### src/hw/rtl/surf_pkg.sv
// ----------------------------------------------------------------------------
// surf_pkg: shared types and constants of the surface root normal field
// Beat layouts, the side data carried down the pipeline and the fixed widths.
// ----------------------------------------------------------------------------
`default_nettype none

package surf_pkg;

  localparam int unsigned NormW  = 32;  // cross product component width
  localparam int unsigned SumW   = 64;  // squared norm width
  localparam int unsigned Root1W = 32;  // length, floor(sqrt(sum))
  localparam int unsigned Root2W = 20;  // root length, floor(sqrt(len << 8))
  localparam int unsigned QuoW   = 33;  // floor(2^32 / root), may reach 2^32
  localparam int unsigned FrontStages = 4;
  localparam logic [31:0] LimitReset = 32'hFFFF_FFFF;

  typedef struct packed {
    logic signed [15:0] du_x;
    logic signed [15:0] du_y;
    logic signed [15:0] du_z;
    logic signed [15:0] dv_x;
    logic signed [15:0] dv_y;
    logic signed [15:0] dv_z;
    logic               last_in;
  } in_t;

  typedef struct packed {
    logic signed [31:0] rq_x;
    logic signed [31:0] rq_y;
    logic signed [31:0] rq_z;
    logic signed [31:0] norm_x;
    logic signed [31:0] norm_y;
    logic signed [31:0] norm_z;
    logic        [31:0] root_len;
    logic        [31:0] inv_root_len;
    logic               last_out;
  } out_t;

  // Data that rides along with a point while the root and divide cells work.
  typedef struct packed {
    logic signed [NormW-1:0]  n_x;
    logic signed [NormW-1:0]  n_y;
    logic signed [NormW-1:0]  n_z;
    logic        [Root2W-1:0] root;
    logic                     last;
  } side_t;

endpackage

`default_nettype wire

### src/hw/rtl/surf_sqrt_cell.sv
// ----------------------------------------------------------------------------
// surf_sqrt_cell: one digit step of a restoring square root
// Takes two radicand bits and settles one root bit per cell.
// ----------------------------------------------------------------------------
`default_nettype none

module surf_sqrt_cell #(
  parameter int unsigned RW = 32
) (
  input  wire logic              clk_i,
  input  wire logic              rst_ni,
  input  wire logic              en_i,
  input  wire logic              valid_i,
  input  wire logic [2*RW-1:0]   x_i,
  input  wire logic [RW+1:0]     rem_i,
  input  wire logic [RW-1:0]     root_i,
  input  wire surf_pkg::side_t   side_i,
  output logic                   valid_o,
  output logic [2*RW-1:0]        x_o,
  output logic [RW+1:0]          rem_o,
  output logic [RW-1:0]          root_o,
  output surf_pkg::side_t        side_o
);

  logic [RW+1:0] shifted, trial;
  logic          ge;

  assign shifted = {rem_i[RW-1:0], x_i[2*RW-1 -: 2]};
  assign trial   = {root_i, 2'b01};
  assign ge      = shifted >= trial;

  always_ff @(posedge clk_i or negedge rst_ni) begin
    if (!rst_ni) begin
      valid_o <= 1'b0;
    end else if (en_i) begin
      valid_o <= valid_i;
    end
  end

  always_ff @(posedge clk_i) begin
    if (en_i) begin
      x_o    <= {x_i[2*RW-3:0], 2'b00};
      rem_o  <= ge ? shifted - trial : shifted;
      root_o <= {root_i[RW-2:0], ge};
      side_o <= side_i;
    end
  end

endmodule

`default_nettype wire

### config.mk
export PLATFORM = sky130hd
export DESIGN_NAME = surf_sqrt_cell
export DESIGN_NICKNAME = d
export VERILOG_FILES = /design/src/hw/rtl/surf_pkg.sv /design/src/hw/rtl/surf_sqrt_cell.sv
export SDC_FILE = /design/constraint.sdc
export NUM_CORES = 1
export LEC_CHECK = 0
export ABC_CLOCK_PERIOD_IN_PS = 900
export BUFFER_PORTS_ARGS = -buffer_cell sky130_fd_sc_hd__buf_2
export CORE_AREA = 4 4 194 196
export DETAILED_ROUTE_END_ITERATION = 12
export DIE_AREA = 0 0 198 200
export PLACE_DENSITY = 0.64
export SETUP_SLACK_MARGIN = 0.15
export SYNTH_ARGS = -nofsm -noshare
export SYNTH_HDL_FRONTEND = slang
export SYNTH_SLANG_ARGS = --single-unit
### constraint.sdc
create_clock -name clk_i -period 0.9 [get_ports clk_i]
set_input_delay 0.135 -clock clk_i [delete_from_list [all_inputs] [get_ports clk_i]]
set_output_delay 0.135 -clock clk_i [all_outputs]
set_load 0.005 [all_outputs]
==> results of run 1 <==
[final timing paths]
check,startpoint,to,slack (ns),cells after the start
worst min register to register,valid_o,valid_o,0.51,1
worst min-delay path,rem_i[29],rem_o[31],0.03,3
max in group asynchronous,rst_ni,valid_o,0.27,3
min in group asynchronous,rst_ni,valid_o,0.51,3
worst max-delay path,root_i[1],rem_o[5],-1.04,12
worst max register to register,valid_o,valid_o,0.16,1
[kinds of logic after synthesis]
logic type      Yosys count  synth area share [%]
simple gates            116                  5.65
buf+inv                  64                  2.87
other cells               1                0.0381
xor+xnor                 27                  2.40
flops                   246                  75.0
mux                       1                 0.114
fa+ha+maj                34                  4.32
compound gates          144                  9.63
[per-stage QoR]
| step | util [%] | power, mW | cell area, sq um | setup slack (ns) | setup TNS (ns) |
|---|---|---|---|---|---|
| 2_1_floorplan | - | 16.2 | 10100 | -1.31 | -42.48 |
| 3_3_place_gp | 39.6 | 19.4 | 14300 | -1.73 | -70.55 |
| 3_5_place_dp | 39.6 | 19.5 | 14300 | -1.82 | -72.11 |
| 4_1_cts | 49.4 | 31.5 | 17800 | -1.02 | -107.25 |
| 5_1_grt | 50.0 | 32.9 | 18000 | -1.10 | -114.94 |
| 6_report | 50.0 | 31.4 | 18000 | -1.04 | -100.13 |
[state kept, by name, summed over array words and instances, names as in the netlist]
name	cells
x_o	62
root_o	32
valid_o	1
side_o	117
rem_o	34
[what timing repair did]
item                       4_1_cts  5_1_grt
pin swaps                       14        9
gates cloned                     2        0
hold endpoints to repair       242        0
hold buffers                   242        0
setup endpoints to repair      281      281
gates resized for setup         34       43
buffers inserted                 7        1
[report_power, final]
| group | switching [mW] | leakage, nW | internal, mW |
|---|---|---|---|
| Clock | 4.43 | 0.414 | 6.33 |
| Combinational | 2.97 | 5.07 | 3.59 |
| Sequential | 0.308 | 2.41 | 13.8 |
| Total | 7.71 | 7.89 | 23.7 |
[cells in the mapped netlist, drive strengths merged (11+ instances only)]
cell	number
xor2	13
ha	34
nand2	53
inv	49
xnor2	14
a21oi	37
nor2	21
o21ai	48
nand3	11
a21o	11
edfxtp	245
[worst min-delay path, stage by stage]
cell,delay [ns]
buf_2,0.10
and2_1,0.12
a31o_1,0.09
[area by class of cell]
| cell class | instances | share of cell area (%) |
|---|---|---|
| multi-input combinational | 324 | 14.4 |
| sequential | 246 | 41.0 |
| antenna | 1 | 0.0139 |
| timing repair buffer | 901 | 35.5 |
| inverter | 49 | 1.23 |
| clock inverter | 13 | 0.826 |
| clock buffer | 32 | 3.85 |
| tap | 468 | 3.25 |
[per-layer routing]
layer  vias to the layer above  track usage [%]
met3                        74             5.22
met4                         6             6.58
met1                      4341             19.8
met5                         -                0
li1                       4228                -
met2                       331             33.3
==> metrics, run 1 <==
status complete, but fails checks; failing checks negative setup slack; Mapped Area about 9800 sq um; Core Region approximately 36000 sq um; initial antenna violation count 5; Peak VDD IR 0.00138 V; Antenna Nets Post-Route 0; final WL approximately 38000 um; GR Overflow Total 0; count of cell types in the netlist 62; largest net degree at the start of global routing 27; via count 8980; All-Layer GR Usage 18.0%; met2 wire length just over 20000 um; CP endpoint kind flip-flop; Yosys warning total 0; RSZ-0062 raised after global routing yes; Maximum Capacitance Violations 0; CTS sink count 246; FP Rows 70; Max Fclk 515 MHz; FF+latch area 7380 sq um; worst slew pin tran roughly 0.5 ns; Final Hold Vio Count 0; Mapped Cells 633; clock latency on the worst-skew pair 0.51 ns; Area contributors post-synth edfxtp_1, ha_1, nand2_1, inv_1, a21oi_1; Starting Density 27.3%; P&R area growth vs syn 83.0%; worst path buffer plus inverter count 4; Setup Skew 0 ns; most frequent cells in the layout buf_2, edfxtp_1, dlygate4sd3_1; slowest cell delay on critical path 0.34 ns; number of synthesized flops with an enable pin 245; Req. time, crit path 1.17 ns; period utilization 216%; Pre-Repair DR Iteration Count 6; highest routed layer met5; hold slack 0.0345 ns; P_leak a little under 8 nW; startpoint types input pin; leading cell type in the layout, fill and taps excluded buf_2; Fillers 3083; CP max FO 8; final worst path period need 1.94 ns; CTS Root Cell clkbuf_16; HP Class in2reg; non-filler cells, final between 2000 and 2500; first-pass GRT wire length 55400 um; First DRT Iteration DRCs 340; share of layout cells above drive strength 1 48.9%; Post-synth ARST share less than 1%; Synth Area per Inst roughly 16 sq um; DR vias/cell between 4 and 5; CP max-delay cell a211o_2; Die Span X 198 um; area of the multi-input gates ~2600 sq um; number of synthesized register bits 246; Met3 Wirelength 3060 um; DRC 0; critical path cell sequence buf_2 -> inv_1 -> ha_4 -> o211ai_1 -> a21oi_1 -> a211o_2 -> a221oi_2 -> nor2_2 -> a21boi_4 -> buf_4 -> bufbuf_16 -> o31ai_2; Final WS setup -1.04 ns; Metal-1 WL 13800 um; vias in the first global route 9465; final net count 1834; Yosys top cell by area edfxtp_1; boundary pin count 499; GPL Wtd Cong 0.812; Die H 200 um; # setup viols final approximately 280; number of buffers added on ports slightly below 500; Slew headroom ~66%; Max Buffers Root-to-Sink 3; routed len/inst between 15 and 20 um; Final HPWL DP between 20000 and 30000 um; part of the Yosys area used for sequential elements 75.0%; Synth Flop Type edfxtp_1; Reg clk slew, reported paths around 0.070 ns; placed cells 1736; Critical Path AT 2.22 ns; CTS tree built; Synth top area share between 70% and 80%; power density over the cells 1740 nW/um^2; total CTS buffers 27; die area 39600 sq um; critical path class in2reg; max-slew violation count 0; CP top delay family compound AO/OA/AOI/OAI gates; # H-tree levels 1
Note: power is estimated with default switching activity, not from simulation.
==> run 2: changes to the inputs <==
Settings changed: REMOVE_ABC_BUFFERS set to 1.
==> run 2 against run 1 <==
Against the previous run:
- cell area rose by 1.3%
- the run still ends with negative setup slack left
- largest power group unchanged
- maximum frequency decreased by 2.2%
- sequential power barely moved
- critical endpoint is now rem_o[9]
- register-to-register slack is essentially flat
- first-iteration DRC count increased by 2.9%
- setup slack worse by 0.044 ns
==> metrics, run 2 (same netlist as run 1, synthesis figures left out) <==
FP Rows 70; Die Span X approximately 200 um; most frequent cells in the layout buf_2, edfxtp_1, dlygate4sd3_1; Final HPWL DP between 20000 and 30000 um; Req. time, crit path 1.18 ns; vias in the first global route 9359; First DRT Iteration DRCs 350; hold slack 0.0235 ns; GR Overflow Total 0; total CTS buffers 27; Final WS setup -1.08 ns; Maximum Capacitance Violations 0; startpoint types input pin; post-route cell area ~18000 sq um; Fillers 3040; initial antenna violation count 1; CTS sink count 246; Max Buffers Root-to-Sink 3; HP Class in2reg; Final Hold Vio Count 0; power density over the cells 1750 nW/um^2; P&R area growth vs syn 85.5%; Regs by FF count side_o (117), x_o (62), rem_o (34); Reg clk slew, reported paths 0.06 ns; critical path cell sequence buf_8 -> inv_4 -> ha_4 -> a211o_1 -> a21oi_2 -> o211ai_1 -> a221oi_4 -> nor2_2 -> a21boi_4 -> buf_12 -> nor3b_2 -> a21o_1; status complete, but fails checks; final WL 39000 um; leading cell type in the layout, fill and taps excluded buf_2; share of layout cells above drive strength 1 50.8%; # setup viols final 281; largest net degree at the start of global routing between 40 and 50; Antenna Nets Post-Route 0; via count around 9000; Peak VDD IR around 0.0018 V; Starting Density 27.3%; final worst path period need 1.98 ns; P_leak 7.97 nW; final core area utilization 50.6%; slowest cell delay on critical path 0.36 ns; Top reg by flops side_o; CP top delay family compound AO/OA/AOI/OAI gates; RSZ-0062 raised after global routing yes; Max Fclk roughly 500 MHz; DP Area 14000 sq um; die area ~40000 sq um; Pre-Repair DR Iteration Count 4; boundary pin count between 400 and 500; CTS Root Cell clkbuf_16; critical path class in2reg; failing checks negative setup slack; All-Layer GR Usage between 15 and 20%; max-slew violation count 0; max reg flops around 120; DR vias/cell 4.42; DRC 0; CP max-delay cell a221oi_4; final net count 1834; Setup Skew 0 ns; # H-tree levels 1; number of buffers added on ports 494; CTS tree built; CP endpoint kind flip-flop; routed len/inst 19.1 um; worst path buffer plus inverter count 3; first-pass GRT wire length 54200 um; GPL Wtd Cong about 0.83; period utilization 221%; Die H ~200 um; Core Region around 36000 sq um; Critical Path AT 2.27 ns; CP max FO 6; clock latency on the worst-skew pair 0.53 ns
==> run 2: changes by cell type in the layout (fill, tap and decap cells not counted), moves of 5 or more <==
cell / previous run / this run
inv_2: 4 / 9
o21ai_2: 2 / 25
buf_4: 152 / 143
o21ai_1: 28 / 5
buf_2: 476 / 471
buf_6: 21 / 29
==> run 2: layout make-up <==
class	instances	area (sq um)	area share (%)
sequential	246	7380	40.4
timing repair buffer	901	6520	35.7
multi-input combinational	324	2710	14.9
clock buffer	33	698	3.82
tap	468	586	3.21
inverter	49	191	1.05
clock inverter	16	171	0.939
antenna	2	5.00	0.0274
==> run 2: path summary, 6_finish.rpt <==
check	from	to	slack, ns	cells past startpoint
hold / removal	rem_i[29]	rem_o[31]	0.02	3
setup reg to reg	valid_o	valid_o	0.16	1
max in group asynchronous	rst_ni	valid_o	0.36	3
setup / recovery	root_i[9]	rem_o[9]	-1.08	12
min in group asynchronous	rst_ni	valid_o	0.44	3
hold reg to reg	valid_o	valid_o	0.51	1
==> run 2: through the flow <==
step	TNS (ns)	total power, mW	setup slack, ns	std cells
after CTS	-110.07	31.6	-1.03	2024
after global routing	-118.14	33.3	-1.12	2038
after floorplan	-113.98	15.9	-3.43	619
after detailed placement	-62.89	19.2	-1.77	1724
after global placement	-60.30	19.2	-1.70	1724
final	-103.83	31.9	-1.08	2039
==> run 2: report_power, final <==
part | switching (mW) | leakage [nW] | internal [mW] | total, mW
Sequential | 0.327 | 2.41 | 13.8 | 14.1
Combinational | 3.16 | 5.14 | 3.75 | 6.91
Clock | 4.50 | 0.421 | 6.41 | 10.9
==> run 2: worst min-delay path, delay by kind of cell <==
family / cells / cell delay [ns]
buffers and inverters: 1 / 0.09
AOI/OAI and AO/OA: 1 / 0.10
and+or+nand+nor: 1 / 0.12
==> run 2: timing repair <==
action | in CTS | in global routing
hold endpoints to repair | 243 | 0
endpoints found under the setup margin | 281 | 282
buffers inserted | 8 | 10
cloned | 2 | 3
gates resized for setup | 80 | 85
hold buffers | 241 | 0
pin swaps | 20 | 51
==> run 2: routing by layer <==
metal  GRT usage (%)  wire [um]  share of wire [%]
met5               0          0                  0
met4            5.81       1170                3.0
met3            4.11       2610                6.7
met2            33.7      21300                 55
met1            19.4      13900                 36
