--- src/hw/rtl/surf_pkg.sv ---
// ----------------------------------------------------------------------------
// surf_pkg: shared types and constants of the surface root normal field
// Beat layouts, the side data carried down the pipeline and the fixed widths.
// ----------------------------------------------------------------------------
`default_nettype none

package surf_pkg;

  localparam int unsigned NormW  = 32;  // cross product component width
  localparam int unsigned SumW   = 64;  // squared norm width
  localparam int unsigned Root1W = 32;  // length, floor(sqrt(sum))
  localparam int unsigned Root2W = 20;  // root length, floor(sqrt(len << 8))
  localparam int unsigned QuoW   = 33;  // floor(2^32 / root), may reach 2^32
  localparam int unsigned FrontStages = 4;
  localparam logic [31:0] LimitReset = 32'hFFFF_FFFF;

  typedef struct packed {
    logic signed [15:0] du_x;
    logic signed [15:0] du_y;
    logic signed [15:0] du_z;
    logic signed [15:0] dv_x;
    logic signed [15:0] dv_y;
    logic signed [15:0] dv_z;
    logic               last_in;
  } in_t;

  typedef struct packed {
    logic signed [31:0] rq_x;
    logic signed [31:0] rq_y;
    logic signed [31:0] rq_z;
    logic signed [31:0] norm_x;
    logic signed [31:0] norm_y;
    logic signed [31:0] norm_z;
    logic        [31:0] root_len;
    logic        [31:0] inv_root_len;
    logic               last_out;
  } out_t;

  // Data that rides along with a point while the root and divide cells work.
  typedef struct packed {
    logic signed [NormW-1:0]  n_x;
    logic signed [NormW-1:0]  n_y;
    logic signed [NormW-1:0]  n_z;
    logic        [Root2W-1:0] root;
    logic                     last;
  } side_t;

endpackage

`default_nettype wire

--- src/hw/rtl/surf_div_cell.sv ---
// ----------------------------------------------------------------------------
// surf_div_cell: one step of a restoring divide of 2^32 by the root length
// Brings down one dividend bit and settles one quotient bit per cell.
// ----------------------------------------------------------------------------
`default_nettype none

module surf_div_cell #(
  parameter logic DivBit = 1'b0
) (
  input  wire logic                         clk_i,
  input  wire logic                         rst_ni,
  input  wire logic                         en_i,
  input  wire logic                         valid_i,
  input  wire logic [surf_pkg::Root2W-1:0]  rem_i,
  input  wire logic [surf_pkg::QuoW-1:0]    quo_i,
  input  wire surf_pkg::side_t              side_i,
  output logic                              valid_o,
  output logic [surf_pkg::Root2W-1:0]       rem_o,
  output logic [surf_pkg::QuoW-1:0]         quo_o,
  output surf_pkg::side_t                   side_o
);

  logic [surf_pkg::Root2W:0] shifted, diff;
  logic                      ge;

  assign shifted = {rem_i, DivBit};
  assign ge      = shifted >= {1'b0, side_i.root};
  assign diff    = shifted - {1'b0, side_i.root};

  always_ff @(posedge clk_i or negedge rst_ni) begin
    if (!rst_ni) begin
      valid_o <= 1'b0;
    end else if (en_i) begin
      valid_o <= valid_i;
    end
  end

  // A zero divisor fills the quotient with ones; the back end discards it.
  always_ff @(posedge clk_i) begin
    if (en_i) begin
      rem_o  <= ge ? diff[surf_pkg::Root2W-1:0] : shifted[surf_pkg::Root2W-1:0];
      quo_o  <= {quo_i[surf_pkg::QuoW-2:0], ge};
      side_o <= side_i;
    end
  end

endmodule

`default_nettype wire

--- config.mk ---
export PLATFORM = sky130hd
export DESIGN_NAME = surf_div_cell
export DESIGN_NICKNAME = d
export VERILOG_FILES = /design/src/hw/rtl/surf_pkg.sv /design/src/hw/rtl/surf_div_cell.sv
export SDC_FILE = /design/constraint.sdc
export NUM_CORES = 1
export LEC_CHECK = 0
export CAP_MARGIN = 20
export CORE_MARGIN = 8
export CORE_UTILIZATION = 30
export CTS_CLUSTER_DIAMETER = 40
export CTS_CLUSTER_SIZE = 14
export DETAILED_ROUTE_END_ITERATION = 6
export DONT_BUFFER_PORTS = 1
export PLACE_DENSITY = 0.49
export REMOVE_ABC_BUFFERS = 1
export SLEW_MARGIN = 20
export SYNTH_ARGS = -nofsm -noshare
export SYNTH_HDL_FRONTEND = slang
export SYNTH_SLANG_ARGS = --single-unit
--- constraint.sdc ---
create_clock -name clk_i -period 1.05 [get_ports clk_i]
set_input_delay 0.21 -clock clk_i [delete_from_list [all_inputs] [get_ports clk_i]]
set_output_delay 0.21 -clock clk_i [all_outputs]
set_load 0.01 [all_outputs]
==> qor.log, run 1 <==
INFO  yosys          post_synthesis_cell_type_with_the_largest_combined_area=sky130_fd_sc_hd__edfxtp_1
INFO  yosys          synth-compound-area-share=6.69%
INFO  cts            cts-buffers-inserted=17
INFO  cts            cts_htree_levels=4
INFO  yosys          main_combinational_cell_family_by_area_after_synthesis=compound AO/OA/AOI/OAI gates
INFO  floorplan      placementRows=54
INFO  cts            post_cts_hold_buffer_count=150
INFO  yosys          synth_mux_area_share=4.40%
INFO  placed_design  io_buffers=0
INFO  yosys          yosys_warnings=0
INFO  yosys          yosys.cell_count.top_type=sky130_fd_sc_hd__edfxtp_1
INFO  floorplan      ioPinCount=345
INFO  yosys          post_synth_num_cell_types=52
INFO  floorplan      die_h=165µm
INFO  yosys          synth-seq-cells=171
INFO  yosys          synth_simple_gate_area_share=3.57%
INFO  cts            clock_tree.root_cell=sky130_fd_sc_hd__clkbuf_16
INFO  cts            number_of_gates_given_a_new_drive_strength_after_cts=24
INFO  cts            cts_num_sinks=171
INFO  yosys          synth.yosys.seq_area_share=77.1%
INFO  outcome        outcome=did not finish
INFO  floorplan      fp.dieW=165µm
INFO  cts            cts.repair_timing.setup_buffer_count=2
INFO  yosys          synth_enable_flop_cells=170
INFO  outcome        error=[ERROR RSZ-0060] Max buffer count reached.
INFO  yosys          ys.flop_type=sky130_fd_sc_hd__edfxtp_1
INFO  yosys          avgSynthCellArea=18.0µm²
INFO  yosys          yosys.area.top_type_share=76.7%
INFO  cts            clock_tree.buffer_depth=2
INFO  yosys          synth-xor-area-share=1.84%
INFO  yosys          synth.top_cells.by_area=sky130_fd_sc_hd__edfxtp_1, sky130_fd_sc_hd__ha_1, sky130_fd_sc_hd__mux2_4
INFO  yosys          synth_top_cells_by_count=sky130_fd_sc_hd__edfxtp_1, sky130_fd_sc_hd__inv_1, sky130_fd_sc_hd__ha_1
INFO  floorplan      initial_core_util=30.5%
INFO  outcome        fail_step=4_1_cts
INFO  yosys          syn_area=6660µm²
INFO  yosys          syn-instance-count=369
INFO  placed_design  routabilityCongestion=0.816
INFO  placed_design  detailedPlacementHpwl=15,900µm
INFO  yosys          synth-async-reset-ratio=0.585%
INFO  yosys          synth_fa_ha_area_share=4.06%
kinds of logic after synthesis:
| kind of cell | Yosys count |
|---|---|
| AO/OA/AOI/OAI | 61 |
| XOR/XNOR | 14 |
| adder cells (fa/ha/maj) | 21 |
| buffers and inverters | 33 |
| flip-flops | 171 |
| multiplexers | 21 |
| AND/OR/NAND/NOR | 48 |
per-stage QoR:
stage | area [µm²] | hold WS (ns) | worst slack [ns] | utilization [%] | std cells
after global placement | 7520 | -0.0853 | -1.44 | 34.4 | 713
after floorplan | 6590 | -0.0856 | -2.03 | - | 361
after detailed placement | 7520 | -0.0853 | -1.45 | 34.4 | 713
==> run 2, diff against run 1 <==
- CORE_UTILIZATION: 30 -> 20
- CTS_CLUSTER_DIAMETER: 40 -> not set
- CTS_CLUSTER_SIZE: 14 -> not set
- PLACE_DENSITY: 0.49 -> not set
- PLACE_DENSITY_LB_ADDON: not set -> 0.15
==> run 2 against run 1 <==
The flow now finishes, with violations (hold timing, setup timing); synthesized cell count unchanged; area after synthesis unchanged.
==> qor.log, run 2 <==
INFO  outcome        outcome=finished with violations [was did not finish]
INFO  outcome        failed_checks=hold timing, setup timing
INFO  global_routing gr-max-usage-layer=met2
INFO  global_routing grt_antenna_before_repair=0
INFO  timing         timing.final.crit_period=1.99ns
INFO  cts            tritoncts=done
INFO  timing         setup-tns-final=-23.84ns
INFO  floorplan      die_h=198µm [was 165 µm]
INFO  worst_setup_path reg2reg_setup_slack=0.25ns
INFO  yosys          synth_simple_gate_area_share=3.57% [unchanged]
INFO  worst_setup_path rr_startpoint=valid_o
INFO  hold_path      min_path_type=in2reg
INFO  yosys          synth.yosys.seq_area_share=77.1% [unchanged]
INFO  finish         largest_register_ff_count=117
INFO  timing         rsz0062_at_grt=yes
INFO  finish         multi_input_comb_area=1560µm²
INFO  cts            clock_latency=0.43ns
INFO  timing         final_critical_path_setup_slack=-0.944ns
INFO  yosys          synth_fa_ha_area_share=4.06% [unchanged]
INFO  finish         flow.area_growth_from_synthesis=56.0%
INFO  global_routing grt_remaining_overflow=0
INFO  global_routing via_count_of_the_first_global_routing_pass=4,616
INFO  floorplan      dieArea=39,400µm²
INFO  global_routing groute.layer.met1.usage=11.9%
INFO  floorplan      design.core.area=33,100µm²
INFO  cts            cts_num_sinks=171 [unchanged]
INFO  yosys          synth_enable_flop_cells=170 [unchanged]
INFO  global_routing gr-usage-met2=20.9%
INFO  placed_design  routabilityCongestion=0.774 [was 0.816]
INFO  finish         regMostFlops=side_o
INFO  cts            post_cts_hold_buffer_count=169 [was 150]
INFO  pwr            power_leakage=3.82nW
INFO  timing         finalSetupViolCount=192
INFO  yosys          synth-xor-area-share=1.84% [unchanged]
INFO  finish         postLayoutCellArea=10,400µm²
INFO  hold_path      hold-path-endpoint=side_o[105]
INFO  hold_path      hp-start=en_i
INFO  timing         relSlewSlack=76.2%
INFO  floorplan      placementRows=67 [was 54]
INFO  global_routing global_route_wire_length_before_repair=32,500µm
INFO  finish         commonest_cells_after_routing_fill_and_taps_aside=sky130_fd_sc_hd__edfxtp_1, sky130_fd_sc_hd__dlygate4sd3_1, sky130_fd_sc_hd__buf_4
INFO  yosys          synth_top_cells_by_count=sky130_fd_sc_hd__edfxtp_1, sky130_fd_sc_hd__inv_1, sky130_fd_sc_hd__ha_1 [unchanged]
INFO  global_routing grt.met3_usage=4.92%
INFO  floorplan      initial_core_util=20.1% [was 30.5%]
INFO  worst_setup_path slowest_delay=0.54ns
INFO  worst_setup_path worstReg2RegEnd=valid_o
INFO  routing        antenna_violating_nets_post_route=0
INFO  worst_setup_path cp_max_fo=5
INFO  finish         largest_registers=side_o (117), quo_o (33), rem_o (20)
INFO  finish         share_of_layout_cells_above_drive_strength_1=25.7%
INFO  yosys          synth.top_cells.by_area=sky130_fd_sc_hd__edfxtp_1, sky130_fd_sc_hd__ha_1, sky130_fd_sc_hd__mux2_4 [unchanged]
INFO  pwr            power.total=0.0178W
INFO  routing        drt_drc_violations_left=0
INFO  pwr            p_per_area=1710nW/µm²
INFO  worst_setup_path startpoint=side_i[5]
INFO  worst_setup_path endpoint_kind=flip-flop
INFO  yosys          syn-instance-count=369 [unchanged]
INFO  finish         ff_latch_area=5130µm²
INFO  timing         clock_skew=0ns
INFO  yosys          yosys.cell_count.top_type=sky130_fd_sc_hd__edfxtp_1 [unchanged]
INFO  yosys          yosys_warnings=0 [unchanged]
INFO  worst_setup_path timing.reg2reg.worst_path_depth=1
INFO  yosys          synth-async-reset-ratio=0.585% [unchanged]
INFO  yosys          yosys.area.top_type_share=76.7% [unchanged]
INFO  global_routing largest_net_degree_at_the_start_of_global_routing=172
INFO  timing         timing_worst_slew_pin_value=0.352ns
INFO  worst_setup_path start_kind=input port
INFO  finish         layout.filler_cells=3,215
INFO  finish         layout.cells.most_common=sky130_fd_sc_hd__edfxtp_1
INFO  worst_setup_path timing_worst_setup_path_type=in2reg
INFO  routing        detailedRoute.firstPassIterationCount=5
INFO  timing         final_max_slew_violation_count=0
INFO  routing        dr.first_iter.drc_count=162
INFO  yosys          syn_area=6660µm² [unchanged]
INFO  yosys          synth-compound-area-share=6.69% [unchanged]
INFO  yosys          post_synthesis_cell_type_with_the_largest_combined_area=sky130_fd_sc_hd__edfxtp_1 [unchanged]
INFO  pwr            ir_worst_vdd=1050µV
INFO  yosys          post_synth_num_cell_types=52 [unchanged]
INFO  cts            cts-buffers-inserted=17 [unchanged]
INFO  routing        viasPerCell=3.90
INFO  timing         timing.final.hold_violations=85
INFO  yosys          main_combinational_cell_family_by_area_after_synthesis=compound AO/OA/AOI/OAI gates [unchanged]
INFO  yosys          ys.flop_type=sky130_fd_sc_hd__edfxtp_1 [unchanged]
INFO  yosys          synth_mux_area_share=4.40% [unchanged]
INFO  routing        post_drt_wl_per_cell=21.5µm
INFO  worst_setup_path worst-endpoint-arrival=2.17ns
INFO  floorplan      fp.dieW=198µm [was 165 µm]
INFO  worst_setup_path cpMostUsedCell=sky130_fd_sc_hd__buf_12
INFO  finish         num-nets-final=829
INFO  job            maxcap_violations=0
INFO  cts            clock_tree.buffer_depth=2 [unchanged]
INFO  yosys          avgSynthCellArea=18.0µm² [unchanged]
INFO  cts            clock_tree.root_cell=sky130_fd_sc_hd__clkbuf_16 [unchanged]
INFO  floorplan      ioPinCount=345 [unchanged]
INFO  cts            cts_htree_levels=4 [unchanged]
INFO  yosys          synth-seq-cells=171 [unchanged]
INFO  hold_path      holdPathStages=0
INFO  placed_design  detailedPlacementHpwl=16,900µm [was 15,900 µm]
INFO  routing        vias=4,269
INFO  placed_design  io_buffers=0 [unchanged]
INFO  routing        wirelength_routed=23,600µm
INFO  global_routing groute.usage.overall=11.5%
INFO  worst_setup_path worstPathRequired=1.23ns
INFO  timing         finalHoldWorstSlack=-0.0887ns
INFO  cts            path_clk_slew=0.06ns
INFO  worst_setup_path path_cells=inv_8 > ha_4 > and3_4 > nand4_1 > or4b_4 > o211ai_4 > a31oi_4 > buf_12 > buf_12 > mux2_4
INFO  finish         n_antenna_cell=0
INFO  timing         fin_crit_sh=190%
INFO  worst_setup_path crit_path_top_delay_cell=sky130_fd_sc_hd__or4b_4
INFO  timing         fmaxAchievable=0.502GHz
INFO  placed_design  place_area=7750µm² [was 7520 µm²]
[run 2: cell counts after synthesis]
No cell type changed its count.
[run 2: cell families (layout without fill, tap and decap cells)]
kind of cell | Yosys count | count (layout)
flops | 171 | 171
fa+ha+maj | 21 | 21
buf+inv | 33 | 310
compound gates | 61 | 61
mux | 21 | 21
xor+xnor | 14 | 14
simple gates | 48 | 48
[run 2: cell type report]
type	instances	share of cell area (%)
well taps	448	5.40
clock inverters	13	1.83
multi-input cells	165	15.0
clock buffers	18	4.13
inverters	25	1.07
repair buffers	254	23.1
flip-flops and latches	171	49.4
[run 2: worst max-delay path by stage]
stage	to	slack (ns)	cells past startpoint
final	rem_o[13]	-0.94	10
after global routing	rem_o[13]	-0.98	10
after CTS	rem_o[13]	-0.93	10
after detailed placement	rem_o[13]	-1.48	10
after global placement	rem_o[12]	-1.43	10
after floorplan	rem_o[19]	-2.03	9
[run 2: routing by layer]
layer / vias up / wire [µm] / share of wire [%]
li1: 1958 / - / -
met1: 2079 / 8550 / 36
met2: 217 / 12300 / 52
met3: 15 / 2400 / 10
met4: 0 / 348 / 1.5
met5: - / 0 / 0
[run 2: per-stage QoR]
step	util, %	setup WS [ns]	cells
after floorplan	-	-2.03	361
after global placement	23.4	-1.43	884
after detailed placement	23.4	-1.48	884
after CTS	31.1	-0.925	1090
after global routing	31.4	-0.983	1094
final	31.4	-0.944	1094
[run 2: power breakdown]
group          switching [W]  total (W)  internal (W)
clock                0.00269    0.00669       0.00400
combinational       0.000821    0.00219       0.00137
sequential          0.000678    0.00893       0.00825
[run 2: timing repair]
item,in CTS,in global routing
endpoints found under the setup margin,192,192
gates cloned,1,0
hold endpoints to repair,338,171
setup buffers,5,4
gates resized for setup,30,13
pin swaps,1,4
[run 2: worst max-delay path, delay by kind of cell]
family | cells | cell delay (ns)
and+or+nand+nor | 3 | 0.83
buffers and inverters | 3 | 0.30
muxes | 1 | 0.29
adders and majority gates | 1 | 0.26
AOI/OAI and AO/OA | 2 | 0.26
No activity file was read; power rests on OpenSTA's default activity.
==> run 3, diff against run 2 <==
- MAX_ROUTING_LAYER: not set -> met4
==> run 3 against run 2 <==
The flow still finishes with violations (hold timing, setup timing); count of clock-buffer cells in the layout stayed put; non-clock buffer count stayed put; clock skew stayed put; fmax hardly changed; register-to-register slack hardly changed.
==> qor.log, run 3 (same netlist as run 2, synthesis figures left out) <==
INFO  global_routing groute.usage.overall=11.8% [was 11.5%]
INFO  floorplan      fp.dieW=198µm [unchanged]
INFO  finish         commonest_cells_after_routing_fill_and_taps_aside=sky130_fd_sc_hd__edfxtp_1, sky130_fd_sc_hd__dlygate4sd3_1, sky130_fd_sc_hd__buf_4 [unchanged]
INFO  routing        viasPerCell=3.89 [was 3.90]
INFO  timing         finalSetupViolCount=192 [unchanged]
INFO  worst_setup_path timing.reg2reg.worst_path_depth=1 [unchanged]
INFO  finish         num-nets-final=829 [unchanged]
INFO  global_routing global_route_wire_length_before_repair=32,500µm [about the same]
INFO  global_routing grt_antenna_before_repair=0 [unchanged]
INFO  finish         n_antenna_cell=0 [unchanged]
INFO  global_routing grt_remaining_overflow=0 [unchanged]
INFO  timing         clock_skew=0ns [unchanged]
INFO  timing         rsz0062_at_grt=yes [unchanged]
INFO  timing         fin_crit_sh=190% [about the same]
INFO  global_routing via_count_of_the_first_global_routing_pass=4,594 [was 4,616]
INFO  placed_design  dpl_worst_slack=-1.48ns [unchanged]
INFO  finish         largest_registers=side_o (117), quo_o (33), rem_o (20) [unchanged]
INFO  routing        wirelength_routed=23,700µm [was 23,600 µm]
INFO  outcome        outcome=finished with violations [unchanged]
INFO  finish         instances_no_fill=1,094 [unchanged]
INFO  floorplan      dieArea=39,400µm² [unchanged]
INFO  cts            cts_num_sinks=171 [unchanged]
INFO  worst_setup_path start_kind=input port [unchanged]
INFO  pwr            p_per_area=1720nW/µm² [was 1710 nW/µm²]
INFO  timing         final_critical_path_setup_slack=-0.943ns [was -0.944 ns]
INFO  pwr            ir_worst_vdd=1060µV [was 1050 µV]
INFO  routing        post_drt_wl_per_cell=21.7µm [was 21.5 µm]
INFO  finish         largest_register_ff_count=117 [unchanged]
INFO  cts            tritoncts=done [unchanged]
INFO  finish         layout.filler_cells=3,215 [unchanged]
INFO  routing        antenna_violating_nets_post_route=0 [unchanged]
INFO  pwr            power.total=0.0178W [about the same]
INFO  cts            cts_htree_levels=4 [unchanged]
INFO  hold_path      min_path_type=in2reg [unchanged]
INFO  floorplan      initial_core_util=20.1% [unchanged]
INFO  placed_design  detailedPlacementHpwl=16,900µm [unchanged]
INFO  timing         final_max_slew_violation_count=0 [unchanged]
INFO  placed_design  routabilityCongestion=0.784 [was 0.774]
INFO  worst_setup_path timing_worst_setup_path_type=in2reg [unchanged]
INFO  timing         timing.final.crit_period=1.99ns [about the same]
INFO  placed_design  io_buffers=0 [unchanged]
INFO  cts            clock_latency=0.43ns [about the same]
INFO  placed_design  placed_cells=884 [unchanged]
INFO  routing        drt_drc_violations_left=0 [unchanged]
INFO  timing         timing.final.hold_violations=115 [was 85]
INFO  finish         fin_util=31.4% [unchanged]
INFO  worst_setup_path worst-endpoint-arrival=2.18ns [was 2.17 ns]
INFO  floorplan      ioPinCount=345 [unchanged]
INFO  timing         finalHoldWorstSlack=-0.0897ns [was -0.0887 ns]
INFO  cts            clock_tree.buffer_depth=2 [unchanged]
INFO  finish         flow.area_growth_from_synthesis=56.0% [unchanged]
INFO  floorplan      design.core.area=33,100µm² [unchanged]
INFO  hold_path      holdPathStages=0 [unchanged]
INFO  job            maxcap_violations=0 [unchanged]
INFO  cts            post_cts_hold_buffer_count=169 [unchanged]
INFO  routing        dr.first_iter.drc_count=189 [was 162]
INFO  routing        vias=4,261 [was 4,269]
INFO  finish         share_of_layout_cells_above_drive_strength_1=25.7% [unchanged]
INFO  pwr            power_leakage=3.82nW [unchanged]
INFO  worst_setup_path endpoint_kind=flip-flop [unchanged]
INFO  timing         relSlewSlack=76.2% [about the same]
INFO  routing        detailedRoute.firstPassIterationCount=4 [was 5]
INFO  finish         regMostFlops=side_o [unchanged]
INFO  outcome        failed_checks=hold timing, setup timing [unchanged]
INFO  cts            path_clk_slew=0.06ns [about the same]
INFO  floorplan      die_h=198µm [unchanged]
INFO  worst_setup_path cp_max_fo=8 [was 5]
INFO  worst_setup_path worstPathRequired=1.23ns [about the same]
INFO  floorplan      placementRows=67 [unchanged]
INFO  cts            cts-buffers-inserted=17 [unchanged]
INFO  timing         timing_worst_slew_pin_value=0.352ns [about the same]
INFO  finish         layout.cells.most_common=sky130_fd_sc_hd__edfxtp_1 [unchanged]
INFO  global_routing largest_net_degree_at_the_start_of_global_routing=172 [unchanged]
INFO  cts            clock_tree.root_cell=sky130_fd_sc_hd__clkbuf_16 [unchanged]
INFO  timing         fmaxAchievable=0.502GHz [about the same]
==> run 3: cell counts in the layout (fill, tap and decap cells not counted) <==
Identical to the previous run, type by type.
==> run 3: timing repair <==
| action | 4_1_cts | 5_1_grt |
|---|---|---|
| setup buffers | 5 | 4 |
| gates resized for setup | 30 | 13 |
| pin swaps | 1 | 4 |
| endpoints found under the setup margin | 192 | 192 |
| endpoints found under the hold margin | 338 | 171 |
| gates cloned | 1 | 0 |
==> run 3: worst paths after layout <==
kind                            from           to  slack [ns]
setup / recovery           side_i[5]     rem_o[4]       -0.94
hold / removal                  en_i  side_o[105]       -0.09
setup reg to reg             valid_o      valid_o        0.25
hold reg to reg              valid_o      valid_o        0.59
max in group asynchronous     rst_ni      valid_o        0.43
min in group asynchronous     rst_ni      valid_o        0.52
==> run 3: area by class of cell <==
type,instances,area (µm²),share of cell area (%)
Sequential cell,171,5130,49.4
Inverter,25,111,1.07
Clock buffer,18,429,4.13
Clock inverter,13,190,1.83
Timing Repair Buffer,254,2400,23.1
Tap cell,448,561,5.40
Multi-Input combinational cell,165,1560,15.0
==> run 3: routing by layer <==
metal | GRT usage, % | routed length [µm] | up-vias
li1 | - | - | 1959
met1 | 12.1 | 8800 | 2078
met2 | 20.9 | 12300 | 209
met3 | 4.65 | 2240 | 15
met4 | 3.29 | 348 | 0
met5 | - | 0 | -
==> run 3: report_power, final <==
part | total [W] | internal, W | leakage, nW | switching [W]
sequential | 0.00893 | 0.00825 | 1.68 | 0.000680
combinational | 0.00220 | 0.00137 | 1.85 | 0.000827
clock | 0.00669 | 0.00400 | 0.297 | 0.00269
==> run 3: metrics by stage <==
step	setup TNS, ns	area (µm²)
final	-24.04	10400
after CTS	-30.90	10300
after global placement	-28.97	7750
after floorplan	-40.55	6590
after global routing	-33.52	10400
after detailed placement	-29.86	7750
==> run 3: critical path, cell delays in order <==
cell,delay (ns)
sky130_fd_sc_hd__inv_8,0.01
sky130_fd_sc_hd__ha_4,0.26
sky130_fd_sc_hd__and3_4,0.19
sky130_fd_sc_hd__nand4_1,0.10
sky130_fd_sc_hd__or4b_4,0.54
sky130_fd_sc_hd__o211ai_4,0.19
sky130_fd_sc_hd__a31oi_4,0.07
sky130_fd_sc_hd__buf_12,0.16
sky130_fd_sc_hd__buf_12,0.14
sky130_fd_sc_hd__mux2_4,0.29
==> run 4, diff against run 3 <==
--- a/config.mk
+++ b/config.mk
@@ -7,4 +7,5 @@
 export LEC_CHECK = 0
 export CAP_MARGIN = 20
+export CORE_ASPECT_RATIO = 0.5
 export CORE_MARGIN = 8
 export CORE_UTILIZATION = 20
==> constraint.sdc (replaced) <==
create_clock -name clk_i -period 1.05 [get_ports clk_i]
set_input_delay 0.21 -clock clk_i [delete_from_list [all_inputs] [get_ports clk_i]]
set_output_delay 0.21 -clock clk_i [all_outputs]
set_load 0.05 [all_outputs]
==> run 4 against run 3 <==
The flow still finishes with violations (hold timing, setup timing); hold slack worse by 0.013 ns; sequential share of layout area shrank 7.8 points; largest power group unchanged; sequential power shrank 4.7%; critical path type unchanged; final cell count increased by 15%; highest routed layer unchanged; power up 18%; via count up 16%.
==> qor.log, run 4 (same netlist as run 2, synthesis figures left out) <==
INFO  pwr            power_leakage=4.85nW [was 3.82 nW]
INFO  worst_setup_path cp_max_fo=6 [was 8]
INFO  job            maxcap_violations=0 [unchanged]
INFO  finish         regMostFlops=side_o [unchanged]
INFO  timing         final_max_slew_violation_count=0 [unchanged]
INFO  placed_design  routabilityCongestion=0.793 [was 0.784]
INFO  placed_design  placed_cells=1,045 [was 884]
INFO  outcome        failed_checks=hold timing, setup timing [unchanged]
INFO  timing         final_critical_path_setup_slack=-0.908ns [was -0.943 ns]
INFO  routing        viasPerCell=3.92 [was 3.89]
INFO  global_routing via_count_of_the_first_global_routing_pass=5,397 [was 4,594]
INFO  finish         flow.area_growth_from_synthesis=85.2% [was 56.0%]
INFO  finish         instances_no_fill=1,259 [was 1,094]
INFO  timing         finalHoldWorstSlack=-0.102ns [was -0.0897 ns]
INFO  finish         share_of_layout_cells_above_drive_strength_1=42.3% [was 25.7%]
INFO  routing        antenna_violating_nets_post_route=0 [unchanged]
INFO  finish         commonest_cells_after_routing_fill_and_taps_aside=sky130_fd_sc_hd__buf_6, sky130_fd_sc_hd__edfxtp_1, sky130_fd_sc_hd__dlygate4sd3_1 [was sky130_fd_sc_hd__edfxtp_1, sky130_fd_sc_hd__dlygate4sd3_1, sky130_fd_sc_hd__buf_4]
INFO  floorplan      design.core.area=32,900µm² [was 33,100 µm²]
INFO  timing         fin_crit_sh=186% [was 190%]
INFO  global_routing grt_remaining_overflow=0 [unchanged]
INFO  cts            path_clk_slew=0.08ns [was 0.06 ns]
INFO  global_routing grt_antenna_before_repair=0 [unchanged]
INFO  placed_design  io_buffers=0 [unchanged]
INFO  floorplan      initial_core_util=20.2% [was 20.1%]
INFO  timing         clock_skew=0ns [unchanged]
INFO  finish         layout.cells.most_common=sky130_fd_sc_hd__buf_6 [was sky130_fd_sc_hd__edfxtp_1]
INFO  placed_design  detailedPlacementHpwl=18,300µm [was 16,900 µm]
INFO  global_routing groute.usage.overall=12.6% [was 11.8%]
INFO  floorplan      placementRows=47 [was 67]
INFO  pwr            ir_worst_vdd=1070µV [was 1060 µV]
INFO  routing        post_drt_wl_per_cell=19.8µm [was 21.7 µm]
INFO  routing        drt_drc_violations_left=0 [unchanged]
INFO  timing         timing_worst_slew_pin_value=0.383ns [was 0.352 ns]
INFO  routing        dr.first_iter.drc_count=251 [was 189]
INFO  timing         timing.final.crit_period=1.96ns [was 1.99 ns]
INFO  timing         rsz0062_at_grt=yes [unchanged]
INFO  floorplan      die_h=145µm [was 198 µm]
INFO  finish         num-nets-final=1,000 [was 829]
INFO  cts            cts_num_sinks=171 [unchanged]
INFO  cts            clock_latency=0.44ns [was 0.43 ns]
INFO  timing         relSlewSlack=74.2% [was 76.2%]
INFO  outcome        outcome=finished with violations [unchanged]
INFO  timing         fmaxAchievable=0.511GHz [was 0.502 GHz]
INFO  routing        vias=4,932 [was 4,261]
INFO  global_routing largest_net_degree_at_the_start_of_global_routing=172 [unchanged]
INFO  worst_setup_path worstPathRequired=1.23ns [about the same]
INFO  routing        detailedRoute.firstPassIterationCount=4 [unchanged]
INFO  pwr            p_per_area=1700nW/µm² [was 1720 nW/µm²]
INFO  floorplan      fp.dieW=274µm [was 198 µm]
INFO  global_routing global_route_wire_length_before_repair=36,200µm [was 32,500 µm]
INFO  cts            cts_htree_levels=4 [unchanged]
INFO  timing         timing.final.hold_violations=27 [was 115]
INFO  worst_setup_path timing_worst_setup_path_type=in2reg [unchanged]
INFO  cts            cts-buffers-inserted=17 [unchanged]
INFO  cts            clock_tree.root_cell=sky130_fd_sc_hd__clkbuf_16 [unchanged]
INFO  hold_path      min_path_type=in2reg [unchanged]
INFO  floorplan      dieArea=39,700µm² [was 39,400 µm²]
INFO  finish         largest_registers=side_o (117), quo_o (33), rem_o (20) [unchanged]
INFO  finish         largest_register_ff_count=117 [unchanged]
INFO  worst_setup_path worst-endpoint-arrival=2.14ns [was 2.18 ns]
INFO  cts            tritoncts=done [unchanged]
INFO  routing        wirelength_routed=24,900µm [was 23,700 µm]
INFO  floorplan      ioPinCount=345 [unchanged]
INFO  worst_setup_path endpoint_kind=flip-flop [unchanged]
INFO  timing         finalSetupViolCount=192 [unchanged]
INFO  worst_setup_path start_kind=input port [unchanged]
INFO  finish         n_antenna_cell=0 [unchanged]
INFO  cts            clock_tree.buffer_depth=2 [unchanged]
## run 4: cell types whose count changed in the layout (fill, tap and decap cells not counted), sizes merged
cell	before	now
buf	84	256
bufbuf	1	0
inv	29	30
bufinv	4	3
clkbuf	18	19
## run 4: routing by layer
layer | share of wire (%) | track usage, % | up-vias
li1 | - | - | 2303
met1 | 38 | 13.0 | 2524
met2 | 58 | 24.2 | 88
met3 | 2.8 | 2.72 | 17
met4 | 1.0 | 2.89 | 0
met5 | 0 | - | -
## run 4: through the flow
| stage | cell area [µm²] | setup WS, ns | utilization [%] | power (W) | setup TNS, ns |
|---|---|---|---|---|---|
| after floorplan | 6590 | -2.03 | - | 0.0115 | -40.55 |
| after global placement | 9000 | -1.47 | 27.3 | 0.0131 | -28.44 |
| after detailed placement | 9000 | -1.45 | 27.3 | 0.0131 | -28.60 |
| after CTS | 12100 | -0.879 | 36.9 | 0.0211 | -49.56 |
| after global routing | 12300 | -0.929 | 37.4 | 0.0218 | -54.20 |
| final | 12300 | -0.908 | 37.4 | 0.0210 | -43.97 |
## run 4: area by class of cell
cell class / count / area [µm²]
Clock inverter: 13 / 181
Inverter: 25 / 106
Sequential cell: 171 / 5130
Multi-Input combinational cell: 165 / 1620
Fill cell: 3170 / 20600
Tap cell: 441 / 552
Clock buffer: 19 / 433
Timing Repair Buffer: 425 / 4310
## run 4: power by group
part | internal (W) | leakage (nW) | switching [W]
clock | 0.00382 | 0.294 | 0.00297
combinational | 0.00246 | 2.88 | 0.00326
sequential | 0.00822 | 1.68 | 0.000292
## run 4: repair_timing
action / in CTS / in global routing
pin swaps: 13 / 13
hold endpoints to repair: 337 / 171
hold buffers: 168 / 1
endpoints found under the setup margin: 192 / 192
gates resized for setup: 201 / 26
cloned: 1 / 0
setup buffers: 6 / 7
## run 4: path summary, 6_finish.rpt
path	start	end	slack, ns	cells past startpoint
worst max-delay path	side_i[5]	rem_o[8]	-0.91	10
worst min-delay path	en_i	side_o[19]	-0.10	0
worst max register to register	valid_o	valid_o	0.15	2
worst min register to register	valid_o	valid_o	0.65	2
max in group asynchronous	rst_ni	valid_o	0.39	2
min in group asynchronous	rst_ni	valid_o	0.55	2
## run 4: worst max-delay path, cell delays in order
cell and delay [ns]:
sky130_fd_sc_hd__inv_8 0.01, sky130_fd_sc_hd__ha_4 0.27, sky130_fd_sc_hd__and3_4 0.19, sky130_fd_sc_hd__nand4_1 0.09, sky130_fd_sc_hd__or4b_4 0.53, sky130_fd_sc_hd__o211ai_4 0.19
sky130_fd_sc_hd__a31oi_4 0.06, sky130_fd_sc_hd__buf_12 0.15, sky130_fd_sc_hd__buf_12 0.14, sky130_fd_sc_hd__mux2_4 0.29
